==> src/plsr_pkg.sv <==
// ----------------------------------------------------------------------------
// plsr_pkg: shared types and codes for the load shed and restore controller.
// Holds request function codes, result kind codes and register indexes.
// ----------------------------------------------------------------------------
package plsr_pkg;

  localparam logic [2:0] FN_WRITE   = 3'd0;
  localparam logic [2:0] FN_SHED    = 3'd1;
  localparam logic [2:0] FN_RESTORE = 3'd2;
  localparam logic [2:0] FN_MANUAL  = 3'd3;
  localparam logic [2:0] FN_CHECK   = 3'd4;

  localparam logic [3:0] K_WRITE = 4'd0;
  localparam logic [3:0] K_AUTO  = 4'd1;
  localparam logic [3:0] K_OVER  = 4'd2;
  localparam logic [3:0] K_REST  = 4'd3;
  localparam logic [3:0] K_MAN   = 4'd4;
  localparam logic [3:0] K_OFF   = 4'd5;
  localparam logic [3:0] K_LOWPF = 4'd6;
  localparam logic [3:0] K_DONE  = 4'd7;
  localparam logic [3:0] K_BAD   = 4'd8;

  localparam logic [1:0] REG_NODE_COUNT = 2'd0;
  localparam logic [1:0] REG_PF_MIN     = 2'd1;
  localparam logic [1:0] REG_SHED_TOL   = 2'd2;

  localparam logic [23:0] VALUE_MAX = 24'hFFFFFF;

  // One table entry as stored in memory.
  typedef struct packed {
    logic [1:0]  prio;
    logic [23:0] power;
    logic        on;
    logic [10:0] pf;
  } node_t;

endpackage

==> src/priority_load_shed_restore.sv <==
// ----------------------------------------------------------------------------
// priority_load_shed_restore: prioritized load shedding and restoration.
//
// Requests arrive on the in_ channel (valid/stall) and produce one or more
// results on the out_ channel (valid/stall); the final result of a request
// has out_last set. Configuration registers are written over the cfg_
// channel (valid/ready); cfg_ready is always high. The user must write them
// only while the block is idle; the block itself does not enforce this.
// The node table lives in a single synchronous memory of NODES entries. A
// scan addresses each entry in use, then evaluates its read data. A write,
// a bad index or an unknown function gives its result the cycle after
// acceptance; a manual cut gives its result once the entry has been read.
// A check scans the entries in use once before its done result, a restore
// once for each of priorities 1, 2 and 3. An automatic shed cut takes up to
// three scan passes, then reads the chosen entry again and writes it back.
// The block works on one request at a time; in_stall is high from
// acceptance until the final result has been taken. Reset idles the
// sequencer, clears the output and entry valid bits and loads the
// configuration defaults; entries never written read as zero. A stalled
// receiver holds the output register and the sequencer waits for it to empty.
// ----------------------------------------------------------------------------
module priority_load_shed_restore import plsr_pkg::*; #(
  parameter int NODES = 16
) (
  input  logic               clk,
  input  logic               rst_n,
  input  logic               in_valid,
  output logic               in_stall,
  input  logic [2:0]         in_func,
  input  logic [3:0]         in_node_index,
  input  logic [1:0]         in_node_priority,
  input  logic [23:0]        in_node_power_w,
  input  logic               in_node_on,
  input  logic [10:0]        in_node_power_factor,
  input  logic [23:0]        in_amount_w,
  output logic               out_valid,
  input  logic               out_stall,
  output logic [3:0]         out_kind,
  output logic [3:0]         out_entry,
  output logic signed [24:0] out_value,
  output logic [4:0]         out_switched_count,
  output logic               out_last,
  input  logic               cfg_valid,
  output logic               cfg_ready,
  input  logic [1:0]         cfg_index,
  input  logic [10:0]        cfg_data
);

  localparam int AW = (NODES > 1) ? $clog2(NODES) : 1;
  localparam int CW = $clog2(NODES + 1);

  // Sequencer states.
  localparam logic [2:0] S_IDLE  = 3'd0;
  localparam logic [2:0] S_READ  = 3'd1; // address presented
  localparam logic [2:0] S_EVAL  = 3'd2; // read data available
  localparam logic [2:0] S_EMIT  = 3'd3; // waiting for output register
  localparam logic [2:0] S_DONE  = 3'd4; // final result
  localparam logic [2:0] S_CUT   = 3'd5; // no shed candidate left, overload
  localparam logic [2:0] S_CUTRD = 3'd6;

  assign cfg_ready = 1'b1;

  // Configuration.
  logic [4:0]  node_count_r;
  logic [10:0] pf_min_r;
  logic [9:0]  tol_r;

  always_ff @(posedge clk) begin
    if (!rst_n) begin
      node_count_r <= '0;
      pf_min_r     <= 11'd870;
      tol_r        <= 10'd1;
    end else if (cfg_valid) begin
      case (cfg_index)
        REG_NODE_COUNT: node_count_r <= cfg_data[4:0];
        REG_PF_MIN:     pf_min_r     <= cfg_data;
        REG_SHED_TOL:   tol_r        <= cfg_data[9:0];
        default: ;
      endcase
    end
  end

  logic [CW-1:0] n_used;
  assign n_used = ({27'd0, node_count_r} < NODES) ? CW'(node_count_r) : CW'(NODES);

  // Table memory with valid bits.
  node_t            mem [NODES];
  logic [NODES-1:0] vld_r;
  logic             we;
  logic [AW-1:0]    waddr, raddr;
  node_t            wdata, rdata_raw, rd;
  logic [AW-1:0]    raddr_q;

  always_ff @(posedge clk) begin
    if (we) mem[waddr] <= wdata;
    rdata_raw <= mem[raddr];
    raddr_q   <= raddr;
  end
  assign rd = vld_r[raddr_q] ? rdata_raw : '0;

  // Control.
  logic [2:0]         state_r, state_nxt;
  logic [2:0]         func_r;
  logic [3:0]         idx_r;
  logic signed [25:0] amt_r, amt_nxt;    // deficit or margin
  logic [24:0]        total_r, total_nxt;
  logic [CW-1:0]      i_r, i_nxt;
  logic [1:0]         prio_r, prio_nxt;
  logic [4:0]         cnt_r, cnt_nxt;
  logic               cover_r, cover_nxt; // pass for covering candidates
  logic               best_v_r, best_v_nxt;
  logic [AW-1:0]      best_i_r, best_i_nxt;
  logic [23:0]        best_p_r, best_p_nxt;
  logic               found_r, found_nxt; // any active entry of priority

  // Output register.
  logic               ov_r;
  logic [3:0]         ok_r, ok_nxt;
  logic [3:0]         oe_r, oe_nxt;
  logic signed [24:0] oval_r, oval_nxt;
  logic [4:0]         oc_r, oc_nxt;
  logic               ol_r, ol_nxt;
  logic               emit;

  assign out_valid          = ov_r;
  assign out_kind           = ok_r;
  assign out_entry          = oe_r;
  assign out_value          = oval_r;
  assign out_switched_count = oc_r;
  assign out_last           = ol_r;

  logic obuf_free;
  assign obuf_free = !ov_r || !out_stall;
  assign in_stall  = (state_r != S_IDLE) || ov_r;

  logic accept;
  assign accept = in_valid && !in_stall;

  // The incoming deficit is above the tolerance, so shedding has work to do.
  logic shed_go;
  assign shed_go = in_amount_w > {14'd0, tol_r};

  always_comb begin
    state_nxt  = state_r;
    amt_nxt    = amt_r;
    total_nxt  = total_r;
    i_nxt      = i_r;
    prio_nxt   = prio_r;
    cnt_nxt    = cnt_r;
    cover_nxt  = cover_r;
    best_v_nxt = best_v_r;
    best_i_nxt = best_i_r;
    best_p_nxt = best_p_r;
    found_nxt  = found_r;
    we         = 1'b0;
    waddr      = i_r[AW-1:0];
    wdata      = rd;
    raddr      = i_r[AW-1:0];
    emit       = 1'b0;
    ok_nxt     = K_DONE;
    oe_nxt     = '0;
    oval_nxt   = '0;
    oc_nxt     = '0;
    ol_nxt     = 1'b0;

    case (state_r)
      S_IDLE: begin
        if (accept) begin
          amt_nxt   = $signed({2'b0, in_amount_w});
          total_nxt = '0;
          cnt_nxt   = '0;
          i_nxt     = '0;
          cover_nxt = 1'b1;
          best_v_nxt = 1'b0;
          found_nxt = 1'b0;
          case (in_func)
            FN_WRITE: begin
              if ({28'd0, in_node_index} >= NODES) begin
                emit = 1'b1; ok_nxt = K_BAD; oe_nxt = in_node_index; ol_nxt = 1'b1;
              end else begin
                we    = 1'b1;
                waddr = in_node_index[AW-1:0];
                wdata = '{prio: in_node_priority, power: in_node_power_w,
                          on: in_node_on, pf: in_node_power_factor};
                emit = 1'b1; ok_nxt = K_WRITE; oe_nxt = in_node_index;
                oval_nxt = $signed({1'b0, in_node_power_w}); ol_nxt = 1'b1;
              end
            end
            FN_MANUAL: begin
              if ({28'd0, in_node_index} >= {{(32-CW){1'b0}}, n_used}) begin
                emit = 1'b1; ok_nxt = K_BAD; oe_nxt = in_node_index; ol_nxt = 1'b1;
              end else begin
                i_nxt     = CW'(in_node_index);
                state_nxt = S_READ;
              end
            end
            FN_SHED: begin
              prio_nxt = 2'd3;
              if (!shed_go) state_nxt = S_DONE;
              else if (n_used == '0) state_nxt = S_CUT;
              else state_nxt = S_READ;
            end
            FN_RESTORE: begin
              prio_nxt  = 2'd1;
              state_nxt = (n_used == '0) ? S_DONE : S_READ;
            end
            FN_CHECK: state_nxt = (n_used == '0) ? S_DONE : S_READ;
            default: begin
              emit = 1'b1; ok_nxt = K_BAD; ol_nxt = 1'b1;
            end
          endcase
        end
      end

      S_READ: state_nxt = S_EVAL;

      S_EVAL: begin
        case (func_r)
          FN_MANUAL: begin
            if (obuf_free) begin
              emit = 1'b1; oe_nxt = idx_r; ol_nxt = 1'b1;
              oval_nxt = $signed({1'b0, rd.power});
              if (!rd.on) ok_nxt = K_OFF;
              else begin
                ok_nxt = K_MAN; oc_nxt = 5'd1;
                we = 1'b1; wdata = rd; wdata.on = 1'b0;
              end
              state_nxt = S_IDLE;
            end
          end
          FN_CHECK: begin
            if (rd.on && rd.pf < pf_min_r) begin
              if (obuf_free) begin
                emit = 1'b1; ok_nxt = K_LOWPF; oe_nxt = 4'(i_r[AW-1:0]);
                oval_nxt = $signed({14'd0, rd.pf});
                cnt_nxt = cnt_r + 5'd1;
              end
            end
            if (!(rd.on && rd.pf < pf_min_r) || obuf_free) begin
              if (rd.on) total_nxt = (total_r + {1'b0, rd.power} > {1'b0, VALUE_MAX}) ?
                                     {1'b0, VALUE_MAX} : total_r + {1'b0, rd.power};
              i_nxt = i_r + 1'b1;
              state_nxt = (i_r + 1'b1 == n_used) ? S_DONE : S_READ;
            end
          end
          FN_RESTORE: begin
            if (!rd.on && rd.prio == prio_r && amt_r >= $signed({2'b0, rd.power})) begin
              if (obuf_free) begin
                emit = 1'b1; ok_nxt = K_REST; oe_nxt = 4'(i_r[AW-1:0]);
                oval_nxt = $signed({1'b0, rd.power});
                cnt_nxt = cnt_r + 5'd1;
                amt_nxt = amt_r - $signed({2'b0, rd.power});
                we = 1'b1; wdata = rd; wdata.on = 1'b1;
              end
            end
            if (!(!rd.on && rd.prio == prio_r && amt_r >= $signed({2'b0, rd.power}))
                || obuf_free) begin
              if (i_r + 1'b1 == n_used) begin
                i_nxt = '0;
                if (prio_r == 2'd3) state_nxt = S_DONE;
                else begin prio_nxt = prio_r + 2'd1; state_nxt = S_READ; end
              end else begin
                i_nxt = i_r + 1'b1; state_nxt = S_READ;
              end
            end
          end
          default: begin // shed scan
            if (rd.prio == prio_r && rd.on) begin
              found_nxt = 1'b1;
              if (cover_r) begin
                if ($signed({2'b0, rd.power}) >= amt_r &&
                    (!best_v_r || rd.power < best_p_r)) begin
                  best_v_nxt = 1'b1; best_i_nxt = i_r[AW-1:0]; best_p_nxt = rd.power;
                end
              end else if (!best_v_r || rd.power > best_p_r) begin
                best_v_nxt = 1'b1; best_i_nxt = i_r[AW-1:0]; best_p_nxt = rd.power;
              end
            end
            if (i_r + 1'b1 != n_used) begin
              i_nxt = i_r + 1'b1; state_nxt = S_READ;
            end else begin
              i_nxt = '0;
              state_nxt = S_READ;
              if (best_v_nxt) state_nxt = S_CUTRD;
              else if (cover_r && found_nxt) cover_nxt = 1'b0;
              else if (prio_r == 2'd3) begin
                prio_nxt = 2'd2; cover_nxt = 1'b1; found_nxt = 1'b0;
              end else state_nxt = S_CUT;
            end
          end
        endcase
      end

      S_CUTRD: begin
        raddr = best_i_r;
        state_nxt = S_EMIT;
      end

      S_EMIT: begin
        // rd holds the chosen entry; keep it addressed while the output waits.
        raddr = best_i_r;
        if (obuf_free) begin
          emit = 1'b1; ok_nxt = K_AUTO; oe_nxt = 4'(best_i_r);
          oval_nxt = $signed({1'b0, rd.power});
          we = 1'b1; waddr = best_i_r; wdata = rd; wdata.on = 1'b0;
          cnt_nxt = cnt_r + 5'd1;
          amt_nxt = amt_r - $signed({2'b0, rd.power});
          prio_nxt = 2'd3; cover_nxt = 1'b1; best_v_nxt = 1'b0;
          found_nxt = 1'b0; i_nxt = '0;
          state_nxt = (amt_nxt > $signed({16'd0, tol_r}) && n_used != '0) ?
                      S_READ : S_DONE;
          if (amt_nxt > $signed({16'd0, tol_r}) && n_used == '0) state_nxt = S_CUT;
        end
      end

      S_CUT: begin
        // No candidate left: overload.
        if (obuf_free) begin
          emit = 1'b1; ok_nxt = K_OVER; oval_nxt = amt_r[24:0];
          state_nxt = S_DONE;
        end
      end

      S_DONE: begin
        if (obuf_free) begin
          emit = 1'b1; ok_nxt = K_DONE; oc_nxt = cnt_r; ol_nxt = 1'b1;
          oval_nxt = (func_r == FN_CHECK) ? $signed(total_r) : amt_r[24:0];
          state_nxt = S_IDLE;
        end
      end

      default: state_nxt = S_IDLE;
    endcase
  end

  always_ff @(posedge clk) begin
    if (!rst_n) begin
      state_r <= S_IDLE;
      ov_r    <= 1'b0;
      vld_r   <= '0;
    end else begin
      state_r <= state_nxt;
      if (emit) ov_r <= 1'b1;
      else if (!out_stall) ov_r <= 1'b0;
      if (we) vld_r[waddr] <= 1'b1;
    end
  end

  always_ff @(posedge clk) begin
    if (accept) begin
      func_r <= in_func;
      idx_r  <= in_node_index;
    end
    amt_r    <= amt_nxt;
    total_r  <= total_nxt;
    i_r      <= i_nxt;
    prio_r   <= prio_nxt;
    cnt_r    <= cnt_nxt;
    cover_r  <= cover_nxt;
    best_v_r <= best_v_nxt;
    best_i_r <= best_i_nxt;
    best_p_r <= best_p_nxt;
    found_r  <= found_nxt;
    if (emit) begin
      ok_r   <= ok_nxt;
      oe_r   <= oe_nxt;
      oval_r <= oval_nxt;
      oc_r   <= oc_nxt;
      ol_r   <= ol_nxt;
    end
  end

endmodule
==> config.mk <==
export PLATFORM = sky130hd
export DESIGN_NAME = priority_load_shed_restore
export DESIGN_NICKNAME = d
export VERILOG_FILES = /design/src/plsr_pkg.sv /design/src/priority_load_shed_restore.sv
export SDC_FILE = /design/constraint.sdc
export NUM_CORES = 1
export LEC_CHECK = 0
export BUFFER_PORTS_ARGS = -buffer_cell sky130_fd_sc_hd__clkbuf_2
export CORE_AREA = 4 4 345 381
export DETAILED_ROUTE_END_ITERATION = 6
export DIE_AREA = 0 0 349 385
export PLACE_DENSITY = 0.46
export SETUP_SLACK_MARGIN = 0.5
export SLEW_MARGIN = 5
export SYNTH_ARGS = -nofsm -noshare
export SYNTH_HDL_FRONTEND = slang
export SYNTH_SLANG_ARGS = --single-unit
export TNS_END_PERCENT = 10
==> constraint.sdc <==
create_clock -name clk -period 8.6 [get_ports clk]
set_clock_uncertainty 0.2 [all_clocks]
set_input_delay 1.29 -clock clk [delete_from_list [all_inputs] [get_ports clk]]
set_output_delay 1.29 -clock clk [all_outputs]
set_load 0.03 [all_outputs]
# After elaboration in Yosys (flattened, before gate mapping)
# Memory sizes are Yosys's and may differ from the RTL's. A register that Yosys moved wholly into a read port is not among the register bits.
# Index checks and enable logic that the tools add are counted.
[word_totals] n_memories=1 output_inout_bits=42 register_bits=190 rom_bits=0 in_bits=87 ramBits=608 latchBits=0 elab_cells=315
[op_classes] mux=171 addsub=5 n_shift=0 eq_ne=49 n_div=0 reduce_logical=50 magnitude_cmp=13 bitwise=2 multipliers=0
[memory_table] name="mem" depth=16 width=38 rd=1 rd_clocked_by_memory_dff=1 write_ports=1 line="priority_load_shed_restore.sv:87" source="node_t mem [NODES];"
[op_table] op="$mux 25" count=8
[op_table] op="$mux 24" count=7
[op_table] op="$pmux 25 s5" count=1
[op_table] op="$mux 38" count=3
[op_table] op="$pmux 38 s3" count=1
[op_table] op="$mux 26" count=4
[op_table] op="$pmux 26 s3" count=1
[op_table] op="$mux 4" count=18
[op_table] op="$pmux 24 s3" count=1
[op_table] op="$mux 3" count=23
[op_table] op="$mux 5" count=12
[op_table] op="$pmux 25 s2" count=1
[op_table] op="$mux 1" count=46
[op_table] op="$pmux 5 s3" count=3
[op_table] op="$ne 3x3->1 const B" count=13
[op_table] op="$mux 12" count=3
[op_table] op="$pmux 4 s3" count=3
[op_table] op="$pmux 3 s3" count=3
[op_table] op="$ge 25x26->1" count=1
[op_table] op="$ge 26x25->1" count=1
[op_table] op="$gt 26x11->1" count=1
[op_table] op="$ne 2x2->1 const B" count=13
[op_table] op="$sub 26x25->26" count=1
[op_table] op="$add 25x24->25" count=1
[op_table] op="54 further kinds" count=121

# Logic depth before layout (Yosys ltp)
[depth] depth_word=15 mapped_depth=23 mapped_depth_nobuf=21

# Worst setup path before layout
# Ideal clock, no wire load.
[synth_path] path_kind="reg2reg" startpoint="reg raddr_q[2]" endpoint="mem mem[5][0] in the netlist's numbering (enable)" required_ps=7942 path_stages_with_launch=18 path_buffers=2 setup_slack_ps=1913 period_less_slack_ps=6687 arrival_time_ps=6029 cell_sequence="dfxtp_1 mux4_2 mux4_2 clkbuf_1 buf_1 nand2_1 inv_1 ha_1 inv_1 fa_1 a21o_1 a221oi_2 o21ai_2 a21oi_1 o31a_1 a21oi_4 a21oi_4 nor4b_2"
[synth_lines] element="start: declaration" line="priority_load_shed_restore.sv:92" source="logic [AW-1:0] raddr_q;"
[synth_lines] element="start signal: assignment" line="priority_load_shed_restore.sv:97" source="raddr_q <= raddr;"
[synth_lines] element="end: declaration" line="priority_load_shed_restore.sv:87"

==> impl_metrics.tcl <==
set metrics [dict create \
    ff_latch_area_mm2 0.0242 \
    synth_largest_area_cell "sky130_fd_sc_hd__edfxtp_1" \
    rsz0062_at_grt "false" \
    synth.cells.most_frequent "sky130_fd_sc_hd__nand2_1, sky130_fd_sc_hd__edfxtp_1, sky130_fd_sc_hd__nand3_1" \
    worstPathArrival_ns 6.87 \
    finalSetupTns_ns 0 \
    final_antenna_net_count 0 \
    grt_pass1_vias 25953 \
    clock_pin_slew_of_the_registers_on_the_worst_case_setup_and_hold_paths_ns 0.06 \
    r2r_end "mem[3][33]" \
    grt_first_pass_wirelength_um 176000 \
    total_number_of_yosys_warnings 0 \
    grt_overflow 0 \
    synth.yosys.seq_area_share 0.638 \
    final_max_slew_viol_count 0 \
    timing.hold.worst_path_depth 1 \
    critPathRequiredTime_ns 8.75 \
    port_buffers 127 \
    timing_worst_slew_pin_value_ns 1.15 \
    cts_made_buffers 91 \
    ir_drop_v 0.000137 \
    syn-cell-area_mm2 0.0380 \
    critPathKind "flip-flop to flip-flop" \
    critical-path-max-stage-delay_ns 0.99 \
    clock-sinks 836 \
    synthDistinctLibCells 85 \
    die_width_um 349 \
    syn_avg_cell_area_um2 11.4 \
    detail_route.drc_violations 0 \
    postSynthCellCount 3325 \
    firstDrtPassIters 6 \
    post-synth-top-count-cell "sky130_fd_sc_hd__nand2_1" \
    nFillCells 12773 \
    start_util 0.297 \
    clk_path_buf_depth 3 \
    regToRegStartpoint "raddr_q[2]" \
    setup_ws_ns 1.88 \
    max_freq_ghz 0.149 \
    post_cts.resized_instances 0 \
    grt.total_usage 0.175 \
    critPathCaptureType "flip-flop" \
    synth_enable_flop_cells 748 \
    ys_top_cells_by_area "sky130_fd_sc_hd__edfxtp_1, sky130_fd_sc_hd__nand2_1, sky130_fd_sc_hd__dfxtp_1, sky130_fd_sc_hd__nand3_1, sky130_fd_sc_hd__ha_1" \
    reg2reg_depth 16 \
    num_vias 26690 \
    dr_iter_0_viols 2085 \
    htree_num_levels 3 \
    routed_wire_length_per_instance_um 23.2 \
    whs_endpoint "vld_r[10]" \
    critical_path.n_buffers_inverters 3 \
    period_minus_slack_ns 6.72 \
    dp_hpwl_um 77400 \
    floorplan.die_area_mm2 0.134 \
    drt_wl_total_um 120000 \
    holdWs_ns 0.260 \
    clockRootBuffer "sky130_fd_sc_hd__clkbuf_16" \
    slowest_stage "sky130_fd_sc_hd__mux4_2" \
    critPathLaunch "raddr_q[2]" \
    clkLatencyLatePin_ns 0.67 \
    ys_dominant_reg_cell "sky130_fd_sc_hd__edfxtp_1" \
    post-route-period-util 0.781 \
    hp-start "vld_r[10]" \
    synth.net_count 3525 \
    cts.hold.buffers_added 0 \
    timing.hold.worst.class "flip-flop to flip-flop" \
    core-area_mm2 0.128 \
    rows 138 \
    floorplan.die.height_um 385 \
    power_density_mw_per_mm2 235 \
    routed_via_density 5.14 \
    synth-async-reset-ratio 0 \
    syn2layout_area_growth_pct 15.7 \
    place.gp.congestion 0.869 \
    cellLeakagePower_uw 0.0162 \
    grt_start_max_net_pins 132 \
    io_pins 129 \
    synth_largest_type_area_fraction 0.591 \
    critical_path_peak_fanout 43 \
    cts_tree "built" \
    layout_cells_sized_above_1 0.116 \
    relSlewSlack 0.234 \
    multi_input_comb_area_mm2 0.0128 \
    critPathLaunchType "flip-flop" \
    maxCapViolations 0 \
    dp_worst_setup_slack_ns 1.78 \
    flip_flop_and_latch_count_after_synthesis 836 \
    setup-violations-final 0 \
    critical-path-top-delay-family "compound AO/OA/AOI/OAI gates" \
    finalNetCount 3638 \
    antenna_violations_before_repair 8 \
    outcome "finished, final reports clean" \
    cts_post_setup_buffers_inserted 0 \
    worstPathCellList "mux4_2 > mux4_2 > nand2_1 > inv_1 > ha_1 > inv_1 > fa_1 > a21o_1 > a221oi_2 > o21ai_2 > a21oi_1 > o31a_1 > a21oi_4 > a21oi_4 > nor2_4 > buf_4" \
    ff2ff_setup_slack_ns 1.88 \
    timing_hold_violations_final 0 \
]
## per-stage QoR
step           total power (µW)  utilization  instances  cell area, µm²
6_report                  10300        0.343       5194           43900
5_1_grt                   10800        0.343       5192           43900
4_1_cts                   10400        0.343       5192           43900
3_5_place_dp               6470        0.320       5025           40900
3_3_place_gp               6480        0.320       5025           40900
2_1_floorplan              5810            -       3325           38000
## logic make-up after synthesis
family	synth area share
simple gates	0.167
mux	0.00824
fa+ha+maj	0.0376
other cells	0.000198
flops	0.638
compound gates	0.107
xor+xnor	0.0122
buf+inv	0.0299
## state kept, by name, summed over array words and instances, names as in the netlist, 3 cells and up
signal,count
pf_min_r,11
rdata_raw,38
amt_r,26
state_r,3
out_value,25
raddr_q,4
i_r,5
idx_r,4
vld_r,16
best_i_r,4
total_r,25
node_count_r,5
cnt_r,5
tol_r,10
mem,608
func_r,3
out_kind,4
out_entry,4
best_p_r,24
out_switched_count,5
## worst register-to-register path: stages (launching register included)
cell and delay, ns:
sky130_fd_sc_hd__dfxtp_1 0.46, sky130_fd_sc_hd__mux4_2 0.27, sky130_fd_sc_hd__mux4_2 0.99, sky130_fd_sc_hd__nand2_1 0.27
sky130_fd_sc_hd__inv_1 0.18, sky130_fd_sc_hd__ha_1 0.18, sky130_fd_sc_hd__inv_1 0.05, sky130_fd_sc_hd__fa_1 0.40
sky130_fd_sc_hd__a21o_1 0.22, sky130_fd_sc_hd__a221oi_2 0.48, sky130_fd_sc_hd__o21ai_2 0.20, sky130_fd_sc_hd__a21oi_1 0.21
sky130_fd_sc_hd__o31a_1 0.41, sky130_fd_sc_hd__a21oi_4 0.18, sky130_fd_sc_hd__a21oi_4 0.92, sky130_fd_sc_hd__nor2_4 0.37
sky130_fd_sc_hd__buf_4 0.39
## layer usage
layer | up-vias | global-route usage | wire length (µm)
met5 | - | 0 | 0
met4 | 0 | 0.0495 | 2840
met3 | 143 | 0.0242 | 6330
met2 | 696 | 0.293 | 57800
met1 | 13336 | 0.237 | 53300
li1 | 12515 | - | -
## cell usage in the layout, fill, tap and decap left out, types with 13 or more instances in the layout
| cell | instances |
|---|---|
| sky130_fd_sc_hd__a211oi_1 | 16 |
| sky130_fd_sc_hd__a21o_1 | 29 |
| sky130_fd_sc_hd__a21oi_1 | 104 |
| sky130_fd_sc_hd__a22o_1 | 20 |
| sky130_fd_sc_hd__a22oi_1 | 20 |
| sky130_fd_sc_hd__a311oi_1 | 77 |
| sky130_fd_sc_hd__a31oi_1 | 41 |
| sky130_fd_sc_hd__and2_1 | 19 |
| sky130_fd_sc_hd__and3_1 | 47 |
| sky130_fd_sc_hd__buf_4 | 83 |
| sky130_fd_sc_hd__clkbuf_1 | 21 |
| sky130_fd_sc_hd__clkbuf_16 | 95 |
| sky130_fd_sc_hd__clkbuf_2 | 127 |
| sky130_fd_sc_hd__clkinv_1 | 13 |
| sky130_fd_sc_hd__clkinv_2 | 14 |
| sky130_fd_sc_hd__dfxtp_1 | 88 |
| sky130_fd_sc_hd__edfxtp_1 | 748 |
| sky130_fd_sc_hd__ha_1 | 111 |
| sky130_fd_sc_hd__inv_1 | 102 |
| sky130_fd_sc_hd__mux2i_1 | 16 |
| sky130_fd_sc_hd__nand2_1 | 788 |
| sky130_fd_sc_hd__nand2b_1 | 18 |
| sky130_fd_sc_hd__nand3_1 | 335 |
| sky130_fd_sc_hd__nand4_1 | 24 |
| sky130_fd_sc_hd__nor2_1 | 65 |
| sky130_fd_sc_hd__nor2_4 | 15 |
| sky130_fd_sc_hd__nor2b_1 | 31 |
| sky130_fd_sc_hd__nor3_1 | 27 |
| sky130_fd_sc_hd__o211ai_1 | 30 |
| sky130_fd_sc_hd__o21a_1 | 29 |
| sky130_fd_sc_hd__o21ai_0 | 79 |
| sky130_fd_sc_hd__xnor2_1 | 26 |
| sky130_fd_sc_hd__xor2_1 | 27 |
## power breakdown
group | total, µW | internal [µW] | switching (µW)
clock network | 3950 | 2320 | 1630
logic | 1650 | 494 | 1160
registers | 4720 | 4590 | 123
## cell type report
class,count,share of cell area
clock buffer,123,0.0581
multi-input combinational,2190,0.292
tap,1680,0.0479
inverter,105,0.00926
sequential,836,0.552
clock inverter,44,0.0102
timing repair buffer,214,0.0305
antenna,2,0.000114
## worst max path at each step
stage | to | slack, ns | depth (start not counted)
floorplan | mem[5][0] | 1.91 | 17
global placement | vld_r[1] | 1.88 | 17
detailed placement | vld_r[1] | 1.78 | 17
CTS | mem[2][16] | 1.75 | 16
global route | vld_r[1] | 1.53 | 17
finish | mem[3][33] | 1.88 | 16
No activity file was read; power rests on OpenSTA's default activity.
